**src/design/dtp_pkg.sv**
```systemverilog
package dtp_pkg;

  // Length field limits
  localparam int unsigned MaxLenBytesDef = 4;
  localparam int unsigned LenW           = 32;
  localparam int unsigned HdrW           = 3;

  localparam logic [7:0]      TagRsvLow     = 8'h00;
  localparam logic [7:0]      TagRsvHigh    = 8'hFF;
  localparam logic [6:0]      LongCountMask = 7'h7F;
  localparam logic [LenW-1:0] LenSat        = 32'hFFFF_FFFF;
  localparam logic [LenW-1:0] LenShiftLimit = 32'h00FF_FFFF;
  localparam logic [HdrW-1:0] HdrMax        = 3'd7;

  typedef enum logic [1:0] {
    PH_TAG   = 2'd0,
    PH_LEN   = 2'd1,
    PH_LONG  = 2'd2,
    PH_VALUE = 2'd3
  } phase_e;

  typedef enum logic [1:0] {
    ROLE_TAG     = 2'd0,
    ROLE_LEN     = 2'd1,
    ROLE_VALUE   = 2'd2,
    ROLE_IGNORED = 2'd3
  } role_e;

  typedef enum logic [2:0] {
    ST_BUSY   = 3'd0,
    ST_OK     = 3'd1,
    ST_BADLEN = 3'd2,
    ST_TRUNC  = 3'd3,
    ST_RSVTAG = 3'd4
  } status_e;

  typedef struct packed {
    logic [7:0] data_byte;
    logic       body_last;
  } in_item_t;

  typedef struct packed {
    role_e           byte_role;
    logic [7:0]      elem_tag;
    logic [LenW-1:0] value_length;
    logic [HdrW-1:0] header_bytes;
    logic            element_end;
    status_e         status;
    logic            body_end;
  } out_item_t;

  // Handoff control between the input stage and the result stage
  typedef struct packed {
    logic valid;
    logic advance;
  } stage_ctrl_t;

endpackage

```
**src/design/dtp_stream_if.sv**
```systemverilog
interface dtp_in_if;
  logic       valid;
  logic       ready;
  logic [7:0] data_byte;
  logic       body_last;

  modport source (output valid, output data_byte, output body_last, input ready);
  modport sink   (input valid, input data_byte, input body_last, output ready);
endinterface

interface dtp_out_if;
  logic        valid;
  logic        ready;
  logic [1:0]  byte_role;
  logic [7:0]  elem_tag;
  logic [31:0] value_length;
  logic [2:0]  header_bytes;
  logic        element_end;
  logic [2:0]  status;
  logic        body_end;

  modport source (output valid, output byte_role, output elem_tag, output value_length,
                  output header_bytes, output element_end, output status,
                  output body_end, input ready);
  modport sink   (input valid, input byte_role, input elem_tag, input value_length,
                  input header_bytes, input element_end, input status,
                  input body_end, output ready);
endinterface

```
**src/design/dtp_in_reg.sv**
```systemverilog
module dtp_in_reg (
  input  logic               clk_i,
  input  logic               rst_ni,
  dtp_in_if.sink             in_i,
  input  logic               advance_i,
  output dtp_pkg::in_item_t  item_o,
  output logic               valid_o
);

  logic              valid_q;
  dtp_pkg::in_item_t item_q;
  logic              take;

  // Accept a request whenever the slot is free or drains this cycle
  assign in_i.ready = !valid_q || advance_i;
  assign take       = in_i.valid && in_i.ready;

  always_ff @(posedge clk_i or negedge rst_ni) begin
    if (!rst_ni) begin
      valid_q <= 1'b0;
    end else if (take) begin
      valid_q <= 1'b1;
    end else if (advance_i) begin
      valid_q <= 1'b0;
    end
  end

  always_ff @(posedge clk_i) begin
    if (take) begin
      item_q.data_byte <= in_i.data_byte;
      item_q.body_last <= in_i.body_last;
    end
  end

  assign item_o  = item_q;
  assign valid_o = valid_q;

endmodule

```
**src/design/dtp_step.sv**
```systemverilog
module dtp_step #(
  parameter int unsigned MaxLenBytes = dtp_pkg::MaxLenBytesDef
) (
  input  logic                clk_i,
  input  logic                rst_ni,
  input  logic                fire_i,
  input  dtp_pkg::in_item_t   item_i,
  output dtp_pkg::out_item_t  res_o
);

  localparam int unsigned LeftW = $clog2(MaxLenBytes + 1);
  localparam int unsigned LenW  = dtp_pkg::LenW;
  localparam int unsigned HdrW  = dtp_pkg::HdrW;

  dtp_pkg::phase_e  phase_q, phase_d;
  logic [7:0]       tag_q, tag_d;
  logic [LenW-1:0]  accum_q, accum_d;
  logic [LeftW-1:0] left_q, left_d;
  logic [LenW-1:0]  vleft_q, vleft_d;
  logic [HdrW-1:0]  hdr_q, hdr_d;
  logic             halted_q, halted_d;

  logic [7:0]       b;
  logic [6:0]       count;
  logic [LeftW-1:0] left_dec;
  logic [LenW-1:0]  vleft_dec;
  logic [HdrW-1:0]  hdr_inc;
  logic             done;
  dtp_pkg::status_e status;
  dtp_pkg::role_e   role;
  logic [LenW-1:0]  vlen;

  always_ff @(posedge clk_i or negedge rst_ni) begin
    if (!rst_ni) begin
      phase_q <= dtp_pkg::PH_TAG;
    end else if (fire_i) begin
      phase_q <= phase_d;
    end
  end

  always_ff @(posedge clk_i or negedge rst_ni) begin
    if (!rst_ni) begin
      tag_q    <= '0;
      accum_q  <= '0;
      left_q   <= '0;
      vleft_q  <= '0;
      hdr_q    <= '0;
      halted_q <= 1'b0;
    end else if (fire_i) begin
      tag_q    <= tag_d;
      accum_q  <= accum_d;
      left_q   <= left_d;
      vleft_q  <= vleft_d;
      hdr_q    <= hdr_d;
      halted_q <= halted_d;
    end
  end

  assign b         = item_i.data_byte;
  assign count     = b[6:0] & dtp_pkg::LongCountMask;
  assign left_dec  = (left_q != '0) ? left_q - LeftW'(1) : left_q;
  assign vleft_dec = (vleft_q != '0) ? vleft_q - LenW'(1) : vleft_q;
  assign hdr_inc   = (hdr_q < dtp_pkg::HdrMax) ? hdr_q + HdrW'(1) : hdr_q;

  always_comb begin
    phase_d  = phase_q;
    tag_d    = tag_q;
    accum_d  = accum_q;
    left_d   = left_q;
    vleft_d  = vleft_q;
    hdr_d    = hdr_q;
    halted_d = halted_q;
    done     = 1'b0;
    status   = dtp_pkg::ST_BUSY;
    role     = dtp_pkg::ROLE_IGNORED;
    vlen     = '0;

    res_o = '0;

    if (!halted_q) begin
      unique case (phase_q)
        dtp_pkg::PH_LEN: begin
          role  = dtp_pkg::ROLE_LEN;
          hdr_d = hdr_inc;
          if (b[7]) begin
            if (count == 7'd0 || count > 7'(MaxLenBytes)) begin
              status = dtp_pkg::ST_BADLEN;
            end else begin
              left_d  = count[LeftW-1:0];
              accum_d = '0;
              phase_d = dtp_pkg::PH_LONG;
            end
          end else begin
            accum_d = LenW'(b);
            vlen    = LenW'(b);
            vleft_d = LenW'(b);
            if (b == 8'd0) begin
              done = 1'b1;
            end else begin
              phase_d = dtp_pkg::PH_VALUE;
            end
          end
        end
        dtp_pkg::PH_LONG: begin
          role  = dtp_pkg::ROLE_LEN;
          hdr_d = hdr_inc;
          // Saturate once another shift would push bits out of the top
          if (accum_q > dtp_pkg::LenShiftLimit) begin
            accum_d = dtp_pkg::LenSat;
          end else begin
            accum_d = {accum_q[LenW-9:0], b};
          end
          left_d = left_dec;
          if (left_dec == '0) begin
            vlen    = accum_d;
            vleft_d = accum_d;
            if (accum_d == '0) begin
              done = 1'b1;
            end else begin
              phase_d = dtp_pkg::PH_VALUE;
            end
          end
        end
        dtp_pkg::PH_VALUE: begin
          role    = dtp_pkg::ROLE_VALUE;
          vlen    = accum_q;
          vleft_d = vleft_dec;
          if (vleft_dec == '0) begin
            done = 1'b1;
          end
        end
        dtp_pkg::PH_TAG: begin
          role    = dtp_pkg::ROLE_TAG;
          tag_d   = b;
          hdr_d   = HdrW'(1);
          accum_d = '0;
          left_d  = '0;
          vleft_d = '0;
          phase_d = dtp_pkg::PH_LEN;
        end
        default: begin
          phase_d = dtp_pkg::PH_TAG;
        end
      endcase

      if (done) begin
        status = (tag_d == dtp_pkg::TagRsvLow || tag_d == dtp_pkg::TagRsvHigh)
                 ? dtp_pkg::ST_RSVTAG : dtp_pkg::ST_OK;
      end else if (status == dtp_pkg::ST_BUSY && item_i.body_last) begin
        status = dtp_pkg::ST_TRUNC;
      end

      if (status != dtp_pkg::ST_BUSY) begin
        phase_d = dtp_pkg::PH_TAG;
        if (status != dtp_pkg::ST_OK) begin
          halted_d = 1'b1;
        end
      end

      res_o.elem_tag     = tag_d;
      res_o.header_bytes = hdr_d;
    end

    // End of body: restart cleanly on the next one
    if (item_i.body_last) begin
      halted_d = 1'b0;
      phase_d  = dtp_pkg::PH_TAG;
    end

    res_o.byte_role    = role;
    res_o.value_length = vlen;
    res_o.element_end  = (status != dtp_pkg::ST_BUSY);
    res_o.status       = status;
    res_o.body_end     = item_i.body_last;
  end

endmodule

```
**src/design/dtp_out_reg.sv**
```systemverilog
module dtp_out_reg (
  input  logic                 clk_i,
  input  logic                 rst_ni,
  input  dtp_pkg::stage_ctrl_t ctrl_i,
  input  dtp_pkg::out_item_t   res_i,
  output logic                 can_load_o,
  dtp_out_if.source            out_o
);

  logic               valid_q;
  dtp_pkg::out_item_t res_q;

  // Free when empty or when the held result leaves this cycle
  assign can_load_o = !valid_q || out_o.ready;

  always_ff @(posedge clk_i or negedge rst_ni) begin
    if (!rst_ni) begin
      valid_q <= 1'b0;
    end else if (can_load_o) begin
      valid_q <= ctrl_i.valid && ctrl_i.advance;
    end
  end

  always_ff @(posedge clk_i) begin
    if (ctrl_i.advance) begin
      res_q <= res_i;
    end
  end

  assign out_o.valid        = valid_q;
  assign out_o.byte_role    = res_q.byte_role;
  assign out_o.elem_tag     = res_q.elem_tag;
  assign out_o.value_length = res_q.value_length;
  assign out_o.header_bytes = res_q.header_bytes;
  assign out_o.element_end  = res_q.element_end;
  assign out_o.status       = res_q.status;
  assign out_o.body_end     = res_q.body_end;

endmodule

```
**src/design/der_tlv_stream_parser.sv**
```systemverilog
// DER tag-length-value splitter, one body byte per request.
// in_i carries data_byte and body_last (set on the final byte of a body).
// out_o returns exactly one result per byte: its role (tag, length, value,
// or ignored after an error), the element tag, the declared value length,
// the header byte count, an element-end flag with status, and an echo of
// body_last.
// A byte accepted on in_i is held in the input register, passes through the
// parse step logic and is loaded into the result register, which drives out_o.
// Throughput: one byte per cycle while out_o is not stalled; the header/length
// state update is a few compares, one 32-bit decrement and an 8-bit shift
// between the input register and the result register.
// Reset clears both stage valid flags and the parse state to expect-tag.
// When out_o stalls, the result register holds, the input register fills
// behind it, and in_i.ready drops once both are occupied; nothing is lost.
// After an error the rest of the body is marked ignored; the byte with
// body_last always returns the parser to expect-tag.
module der_tlv_stream_parser #(
  parameter int unsigned MaxLenBytes = dtp_pkg::MaxLenBytesDef
) (
  input  logic       clk_i,
  input  logic       rst_ni,
  dtp_in_if.sink     in_i,
  dtp_out_if.source  out_o
);

  dtp_pkg::in_item_t    item;
  dtp_pkg::out_item_t   res;
  dtp_pkg::stage_ctrl_t ctrl;
  logic                 item_valid;
  logic                 can_load;

  // Advance the held byte into the result register when there is room
  assign ctrl.valid   = item_valid;
  assign ctrl.advance = item_valid && can_load;

  dtp_in_reg u_in_reg (
    .clk_i     (clk_i),
    .rst_ni    (rst_ni),
    .in_i      (in_i),
    .advance_i (ctrl.advance),
    .item_o    (item),
    .valid_o   (item_valid)
  );

  dtp_step #(
    .MaxLenBytes (MaxLenBytes)
  ) u_step (
    .clk_i  (clk_i),
    .rst_ni (rst_ni),
    .fire_i (ctrl.advance),
    .item_i (item),
    .res_o  (res)
  );

  dtp_out_reg u_out_reg (
    .clk_i      (clk_i),
    .rst_ni     (rst_ni),
    .ctrl_i     (ctrl),
    .res_i      (res),
    .can_load_o (can_load),
    .out_o      (out_o)
  );

  // A byte waiting on a full result register must still be held next cycle
  assert property (@(posedge clk_i) disable iff (!rst_ni)
    item_valid && !can_load |=> item_valid)
    else $error("held byte dropped while result register was full");

  // Ignored bytes carry no element information
  assert property (@(posedge clk_i) disable iff (!rst_ni)
    out_o.valid && out_o.byte_role == dtp_pkg::ROLE_IGNORED |->
      out_o.element_end == 1'b0 && out_o.header_bytes == '0)
    else $error("ignored byte carries element fields");

  // A tag byte opens a fresh header
  assert property (@(posedge clk_i) disable iff (!rst_ni)
    out_o.valid && out_o.byte_role == dtp_pkg::ROLE_TAG |-> out_o.header_bytes == 3'd1)
    else $error("tag byte with wrong header count");

  // element_end flags exactly the non-busy results
  assert property (@(posedge clk_i) disable iff (!rst_ni)
    out_o.valid |-> out_o.element_end == (out_o.status != dtp_pkg::ST_BUSY))
    else $error("element_end disagrees with status");

endmodule
```
**src/flat_wrapper.sv**
```systemverilog
// flat-port wrapper written by rule: the top's interface ports become plain ports
module der_tlv_stream_parser_flat 
#(
  parameter int unsigned MaxLenBytes = dtp_pkg::MaxLenBytesDef
)
  (clk_i, rst_ni, in_i_valid, in_i_data_byte, in_i_body_last, in_i_ready, out_o_valid, out_o_byte_role, out_o_elem_tag, out_o_value_length, out_o_header_bytes, out_o_element_end, out_o_status, out_o_body_end, out_o_ready);
  dtp_in_if in_i_i ();
  dtp_out_if out_o_i ();
  input  logic clk_i;
  input  logic rst_ni;
  input wire logic [$bits(in_i_i.valid)-1:0] in_i_valid;
  input wire logic [$bits(in_i_i.data_byte)-1:0] in_i_data_byte;
  input wire logic [$bits(in_i_i.body_last)-1:0] in_i_body_last;
  output wire logic [$bits(in_i_i.ready)-1:0] in_i_ready;
  output wire logic [$bits(out_o_i.valid)-1:0] out_o_valid;
  output wire logic [$bits(out_o_i.byte_role)-1:0] out_o_byte_role;
  output wire logic [$bits(out_o_i.elem_tag)-1:0] out_o_elem_tag;
  output wire logic [$bits(out_o_i.value_length)-1:0] out_o_value_length;
  output wire logic [$bits(out_o_i.header_bytes)-1:0] out_o_header_bytes;
  output wire logic [$bits(out_o_i.element_end)-1:0] out_o_element_end;
  output wire logic [$bits(out_o_i.status)-1:0] out_o_status;
  output wire logic [$bits(out_o_i.body_end)-1:0] out_o_body_end;
  input wire logic [$bits(out_o_i.ready)-1:0] out_o_ready;
  assign in_i_i.valid = in_i_valid;
  assign in_i_i.data_byte = in_i_data_byte;
  assign in_i_i.body_last = in_i_body_last;
  assign in_i_ready = in_i_i.ready;
  assign out_o_valid = out_o_i.valid;
  assign out_o_byte_role = out_o_i.byte_role;
  assign out_o_elem_tag = out_o_i.elem_tag;
  assign out_o_value_length = out_o_i.value_length;
  assign out_o_header_bytes = out_o_i.header_bytes;
  assign out_o_element_end = out_o_i.element_end;
  assign out_o_status = out_o_i.status;
  assign out_o_body_end = out_o_i.body_end;
  assign out_o_i.ready = out_o_ready;
  der_tlv_stream_parser #(.MaxLenBytes(MaxLenBytes)) u_core (.clk_i(clk_i), .rst_ni(rst_ni), .in_i(in_i_i), .out_o(out_o_i));
endmodule
```
**config.mk**
```make
export PLATFORM = sky130hd
export DESIGN_NAME = der_tlv_stream_parser_flat
export DESIGN_NICKNAME = d
export VERILOG_FILES = /design/src/design/dtp_pkg.sv /design/src/design/dtp_stream_if.sv /design/src/design/dtp_in_reg.sv /design/src/design/dtp_step.sv /design/src/design/dtp_out_reg.sv /design/src/design/der_tlv_stream_parser.sv /design/src/flat_wrapper.sv
export SDC_FILE = /design/constraint.sdc
export NUM_CORES = 1
export LEC_CHECK = 0
export ABC_AREA = 1
export BUFFER_PORTS_ARGS = -buffer_cell sky130_fd_sc_hd__buf_2
export CORE_ASPECT_RATIO = 1.25
export CORE_UTILIZATION = 55
export CTS_CLUSTER_SIZE = 28
export DETAILED_ROUTE_END_ITERATION = 6
export PLACE_DENSITY = 0.76
export SETUP_SLACK_MARGIN = 0.3
export SYNTH_ARGS = -nofsm -noshare
export SYNTH_HDL_FRONTEND = slang
export SYNTH_HIERARCHICAL = 1
export SYNTH_SLANG_ARGS = --single-unit
```
**constraint.sdc**
```tcl
create_clock -name clk_i -period 4.2 [get_ports clk_i]
set_clock_uncertainty 0.05 [all_clocks]
set_input_delay 0.21 -clock clk_i [delete_from_list [all_inputs] [get_ports clk_i]]
set_output_delay 0.21 -clock clk_i [all_outputs]
set_load 0.1 [all_outputs]
```
==> flow_summary.ini, run 1 <==
[hold_path]
hp-class = input pin to async pin

[drt]
drt_iter0_drc = 534
detail_route.first_pass.iterations = 5
drc_errors = 0
postRouteAntennaNets = 0
wl_per_cell_microns = 17.4
wl_microns = 21700
num_vias = 7206
vias_per_cell = 5.76

[setup_path]
cp_top_family = buffers and inverters
cpPeakStageDelay_ps = 490
start_kind = flop
crit_required_ps = 4490
crit_top_cell = o21ai_0
timing.rr.start = u_core/u_step/left_q[0]
cp.depth = 11
rr_endpoint = u_core/u_step/vleft_q[0]
reg2regPathDepth = 11
slowest_stage = inv_2
cp-end-kind = flop
path_cells = inv_1 > ha_1 > nand2_1 > xor2_1 > nand3_1 > inv_2 > o21ai_0 > nor2_4 > buf_4 > o221ai_1 > o21ai_0
startpoint = u_core/u_step/left_q[0]
worstSetupPathType = flop to flop
cp_max_fo = 47
arrival_ps = 3540
path_buf_inv = 3
ff2ff_setup_slack_ps = 950

[clock_network]
cts-resized-gates = 0
cts_inserted_buffers = 17
cts_root_buffer = clkbuf_16
clkSinkCount = 142
clock_path_buffers = 2
clock_latency_ps = 440
clkTransAtPathRegs_ps = 70
tritoncts = yes
htreeDepth = 4

[placement]
hpwlAfterDp_microns = 15100
port_buffers = 64
place.gp.congestion = 0.929

[job]
max_cap_violations = 0

[timing]
slew_headroom = 0.342
drv_slew = 0
worstMarginPinSlew_ps = 984
finalHoldViolations = 0
fin_crit_sh = 0.773
tns_ps = 0
final.min_clock_period_ps = 3250
max_freq_mhz = 308
rsz0062_at_grt = false
setup_viol = 0

[yosys]
synth_cells = 1004
synth.yosys.warnings = 6
synth_area_per_cell_sq_um = 7.85
synth_cell_types = 36
synth-seq-cells = 142
synth_nets = 1026
syn_area_sq_um = 7880
synth-seq-area-share = 0.488

[final_layout]
fillerInstances = 1199
antenna_cells = 0
area_delta_synth_final_pct = 14.2
drive_gt1_frac = 0.123
final_nets = 1086

[global_routing]
track_usage = 0.318
antenna_found_initial = 0
grt_pass1_vias = 6957
grt_pass1_wl_microns = 35200
gr-total-overflow = 0
grt_max_degree = 54

[die]
row_count = 48
die_area_sq_um = 14800
coreArea_sq_um = 13900
start_util = 0.568
io_pins = 65
die-height_microns = 136
chipWidth_microns = 109

[status]
status = complete, no violations
## sequential cells by signal, indices dropped and copies added, names as in the netlist
signal                               flops
u_core/u_step/hdr_q                      3
u_core/u_out_reg/out_o.valid             1
u_core/u_out_reg/out_o.value_length     32
u_core/u_out_reg/out_o.body_end          1
u_core/u_step/left_q                     3
u_core/u_out_reg/out_o.element_end       1
u_core/u_step/tag_q                      8
u_core/u_step/phase_q                    2
u_core/u_out_reg/out_o.status            3
u_core/u_out_reg/out_o.header_bytes      3
u_core/u_in_reg/item_o                   9
u_core/u_step/accum_q                   32
u_core/u_step/vleft_q                   32
u_core/u_out_reg/out_o.elem_tag          8
u_core/u_in_reg/valid_o                  1
u_core/u_out_reg/out_o.byte_role         2
u_core/u_step/halted_q                   1
## metal layers
metal	track usage	vias up	part of all wire
met2	0.522	312	0.50
met4	0.192	0	0.054
met3	0.0590	64	0.063
li1	-	3479	-
met5	0	-	0
met1	0.386	3351	0.39
## cells in the final DEF, fill, tap and decap left out, types with 2 or more instances in the layout
master and count:
buf_4 8, nor3_1 3, nor4_1 6, nor2_2 5, dlygate4sd3_1 12, inv_2 4, clkbuf_16 17, a31oi_1 5
o211ai_1 24, edfxtp_1 59, inv_1 112, o22ai_1 12, nor2_1 155, nand3_1 36, inv_8 3, dfrtp_1 83
inv_6 4, buf_2 63, nor2_4 6, nand2_1 211, a22oi_1 26, xor2_1 8, clkinvlp_4 2, ha_1 9
nand4_1 13, o221ai_1 2, or2_2 3, clkinv_1 4, o311ai_0 2, a21oi_1 40, clkinv_4 4, o21ai_0 117
nand2_2 9, o21ai_1 4
## through the flow
step           instance area, sq um  cells   util  worst slack [ps]  hold slack [ps]
3_5_place_dp                   8300   1208  0.598              1050              214
4_1_cts                        9000   1252  0.649               998              295
2_1_floorplan                  7880   1004      -               649             -136
6_report                       9000   1252  0.649               954              282
3_3_place_gp                   8300   1208  0.598              1220              209
5_1_grt                        9000   1252  0.649               687              338
## cell usage after synthesis
cell type / n / area (sq um)
xor2_1: 8 / 70.1
dfrtp_1: 83 / 2080
nor4_1: 6 / 37.5
o21ai_0: 117 / 586
nand2_4: 1 / 11.3
clkbuf_1: 28 / 105
nand3_2: 1 / 10.0
buf_1: 7 / 26.3
nand3b_1: 1 / 7.51
clkinv_1: 3 / 11.3
a2111oi_0: 1 / 8.76
buf_6: 2 / 22.5
o211ai_1: 24 / 180
nand4_1: 13 / 81.3
nor2_1: 156 / 586
o22ai_1: 12 / 75.1
nor2_4: 5 / 56.3
a31o_2: 1 / 8.76
o311ai_0: 2 / 17.5
a22oi_1: 26 / 195
buf_2: 4 / 20.0
a21oi_1: 40 / 200
o21ai_1: 4 / 20.0
inv_1: 113 / 424
ha_1: 9 / 113
nand2_1: 211 / 792
edfxtp_1: 59 / 1770
or2_2: 3 / 18.8
buf_4: 1 / 7.51
nor2_2: 5 / 31.3
nand3_1: 36 / 180
nand2_2: 9 / 56.3
o221ai_1: 2 / 17.5
a31oi_1: 5 / 31.3
nor3_1: 3 / 15.0
inv_2: 3 / 11.3
## logic make-up (layout without fill, tap and decap cells)
logic type	Yosys count	in the layout	share of synthesized area
xor gates and xnor gates	8	8	0.00889
adders and majority gates	9	9	0.0143
DFF	142	142	0.488
buffers and inverters	161	234	0.0797
AOI/OAI and AO/OA	234	234	0.170
and+or+nand+nor	450	450	0.239
## timing repair
action / in CTS / in global routing
hold buffers: 12 / 0
buffers inserted: 0 / 0
hold endpoints to repair: 52 / 0
## worst max-delay path by stage
| stage | slack, ps | end |
|---|---|---|
| 2_1_floorplan | 650 | u_core/u_step/accum_q[1] |
| 3_3_place_gp | 1220 | u_core/u_step/vleft_q[0] |
| 3_5_place_dp | 1050 | u_core/u_step/vleft_q[0] |
| 4_1_cts | 1000 | u_core/u_step/vleft_q[0] |
| 5_1_grt | 690 | u_core/u_step/vleft_q[0] |
| 6_report | 950 | u_core/u_step/vleft_q[0] |
## area by class of cell
class,count,area [sq um],share of cell area
clock buffer,17,425,0.0473
clock inverter,15,153,0.0170
inverter,119,447,0.0496
multi-input combinational,701,3410,0.379
sequential,142,3850,0.428
tap,175,219,0.0243
timing repair buffer,83,495,0.0550
Power of run 1 is left out: the tool's default activity adds up to more than one toggle a clock period on the data nets, which glitch-free logic cannot reach.
==> run 2: changes to the inputs <==
--- a/config.mk
+++ b/config.mk
@@ -11,7 +11,7 @@
 export CORE_UTILIZATION = 55
 export CTS_CLUSTER_SIZE = 28
 export DETAILED_ROUTE_END_ITERATION = 6
-export PLACE_DENSITY = 0.76
+export PLACE_DENSITY = 0.79
 export SETUP_SLACK_MARGIN = 0.3
 export SYNTH_ARGS = -nofsm -noshare
 export SYNTH_HDL_FRONTEND = slang
==> constraint.sdc (replaced) <==
create_clock -name clk_i -period 2.9 [get_ports clk_i]
set_clock_uncertainty 0.05 [all_clocks]
set_input_delay 0.145 -clock clk_i [delete_from_list [all_inputs] [get_ports clk_i]]
set_output_delay 0.145 -clock clk_i [all_outputs]
set_load 0.1 [all_outputs]
==> flow_summary.ini, run 2 (synthesis gave the netlist of run 1 again) <==
[setup_path]
crit_required_ps = 3030
cp_max_fo = 29
cp-end-kind = flop
crit_top_cell = nand2_1
ff2ff_setup_slack_ps = 320
arrival_ps = 2710
worstSetupPathType = flop to flop
path_buf_inv = 1
path_cells = nor2_2 > nand2_1 > nor2_1 > nand2_1 > nor2_4 > inv_8 > nand2_1 > nand2_1 > nor2_2 > nand2_1 > nor2_1 > nand2_2 > nand2_2 > nand3_1 > nand2_1 > a21oi_1
start_kind = flop
cpPeakStageDelay_ps = 460
slowest_stage = dfrtp_1
cp_top_family = simple AND/OR/NAND/NOR gates

[drt]
postRouteAntennaNets = 0
wl_per_cell_microns = 17.9
wl_microns = 22800
detail_route.first_pass.iterations = 5
vias_per_cell = 5.90
drc_errors = 0
num_vias = 7537
drt_iter0_drc = 692

[global_routing]
grt_pass1_wl_microns = 36100
antenna_found_initial = 0
gr-total-overflow = 0
track_usage = 0.327
grt_max_degree = 58
grt_pass1_vias = 7168

[clock_network]
cts_root_buffer = clkbuf_16
clock_latency_ps = 430
htreeDepth = 4
clkTransAtPathRegs_ps = 60
tritoncts = yes
clkSinkCount = 142
clock_path_buffers = 2
cts_inserted_buffers = 17

[die]
die_area_sq_um = 14800
row_count = 48
chipWidth_microns = 109
coreArea_sq_um = 13900
start_util = 0.568
io_pins = 65
die-height_microns = 136

[timing]
max_freq_mhz = 387
slew_headroom = 0.486
worst_slack_ps = 317
rsz0062_at_grt = true
finalHoldViolations = 0
drv_slew = 0
final.min_clock_period_ps = 2580
setup_viol = 0
worstMarginPinSlew_ps = 771
fin_crit_sh = 0.891
tns_ps = 0
whs_ps = 281

[placement]
place.gp.congestion = 1.05
hpwlAfterDp_microns = 15700
place_ws_ps = 139
port_buffers = 64
postPlaceCellArea_sq_um = 8460

[hold_path]
hp-class = input pin to async pin

[final_layout]
postLayoutCellArea_sq_um = 9400
antenna_cells = 0
drive_gt1_frac = 0.186
layout_commonest_cell = nand2_1
final_nets = 1112
area_delta_synth_final_pct = 19.2
most-common-layout-cells = 202 x nand2_1, 136 x nor2_1, 108 x inv_1, 108 x o21ai_0, 79 x dfrtp_1

[job]
max_cap_violations = 0

[status]
status = complete, no violations
-- run 2: changes by cell type in the layout (fill, tap and decap cells not counted), moves of 4 or more --
cell     previous run  this run
o21ai_0           117       108
nor2_2              5        19
nand2_2             9        17
dfrtp_1            83        79
nor2_4              6        11
o21ai_2             0         7
buf_4               8        32
nor2_1            155       136
inv_1             112       108
nand2_1           211       202
-- run 2: layout make-up --
type,instances,area [sq um]
fillers,1081,4480
flip-flops and latches,142,3860
multi-input cells,701,3580
repair buffers,109,707
inverters,119,463
clock buffers,19,433
well taps,175,219
clock inverters,13,141
-- run 2: worst paths after layout --
path                                      startpoint                               end  cells past startpoint
max                        u_core/u_step/vleft_q[26]  u_core/u_out_reg/out_o.status[0]                     16
min                                           rst_ni           u_core/u_in_reg/valid_o                      2
max reg2reg                u_core/u_step/vleft_q[26]  u_core/u_out_reg/out_o.status[0]                     16
min reg2reg                   u_core/u_step/tag_q[1]            u_core/u_step/tag_q[1]                      2
max in group asynchronous                     rst_ni         u_core/u_step/accum_q[25]                      3
min in group clk_i                    in_i_body_last         u_core/u_in_reg/item_o[0]                      2
-- run 2: per-stage QoR --
stage                     cells  utilization
after floorplan            1004            -
after global placement     1226        0.610
after global routing       1278        0.677
after detailed placement   1226        0.610
final                      1278        0.677
after CTS                  1272        0.663
-- run 2: timing repair --
action	in CTS	in global routing
gates resized for setup	12	56
pin swaps	2	4
setup endpoints to repair	8	32
hold buffers	12	0
endpoints found under the hold margin	66	0
cloned	0	0
buffers inserted	2	6
-- run 2: layer usage --
metal,up-vias,GRT usage,share of wire
met3,97,0.0561,0.066
li1,3522,-,-
met4,0,0.228,0.063
met1,3502,0.383,0.37
met2,416,0.540,0.50
met5,-,0,0
Power of run 2 is left out for the same reason.
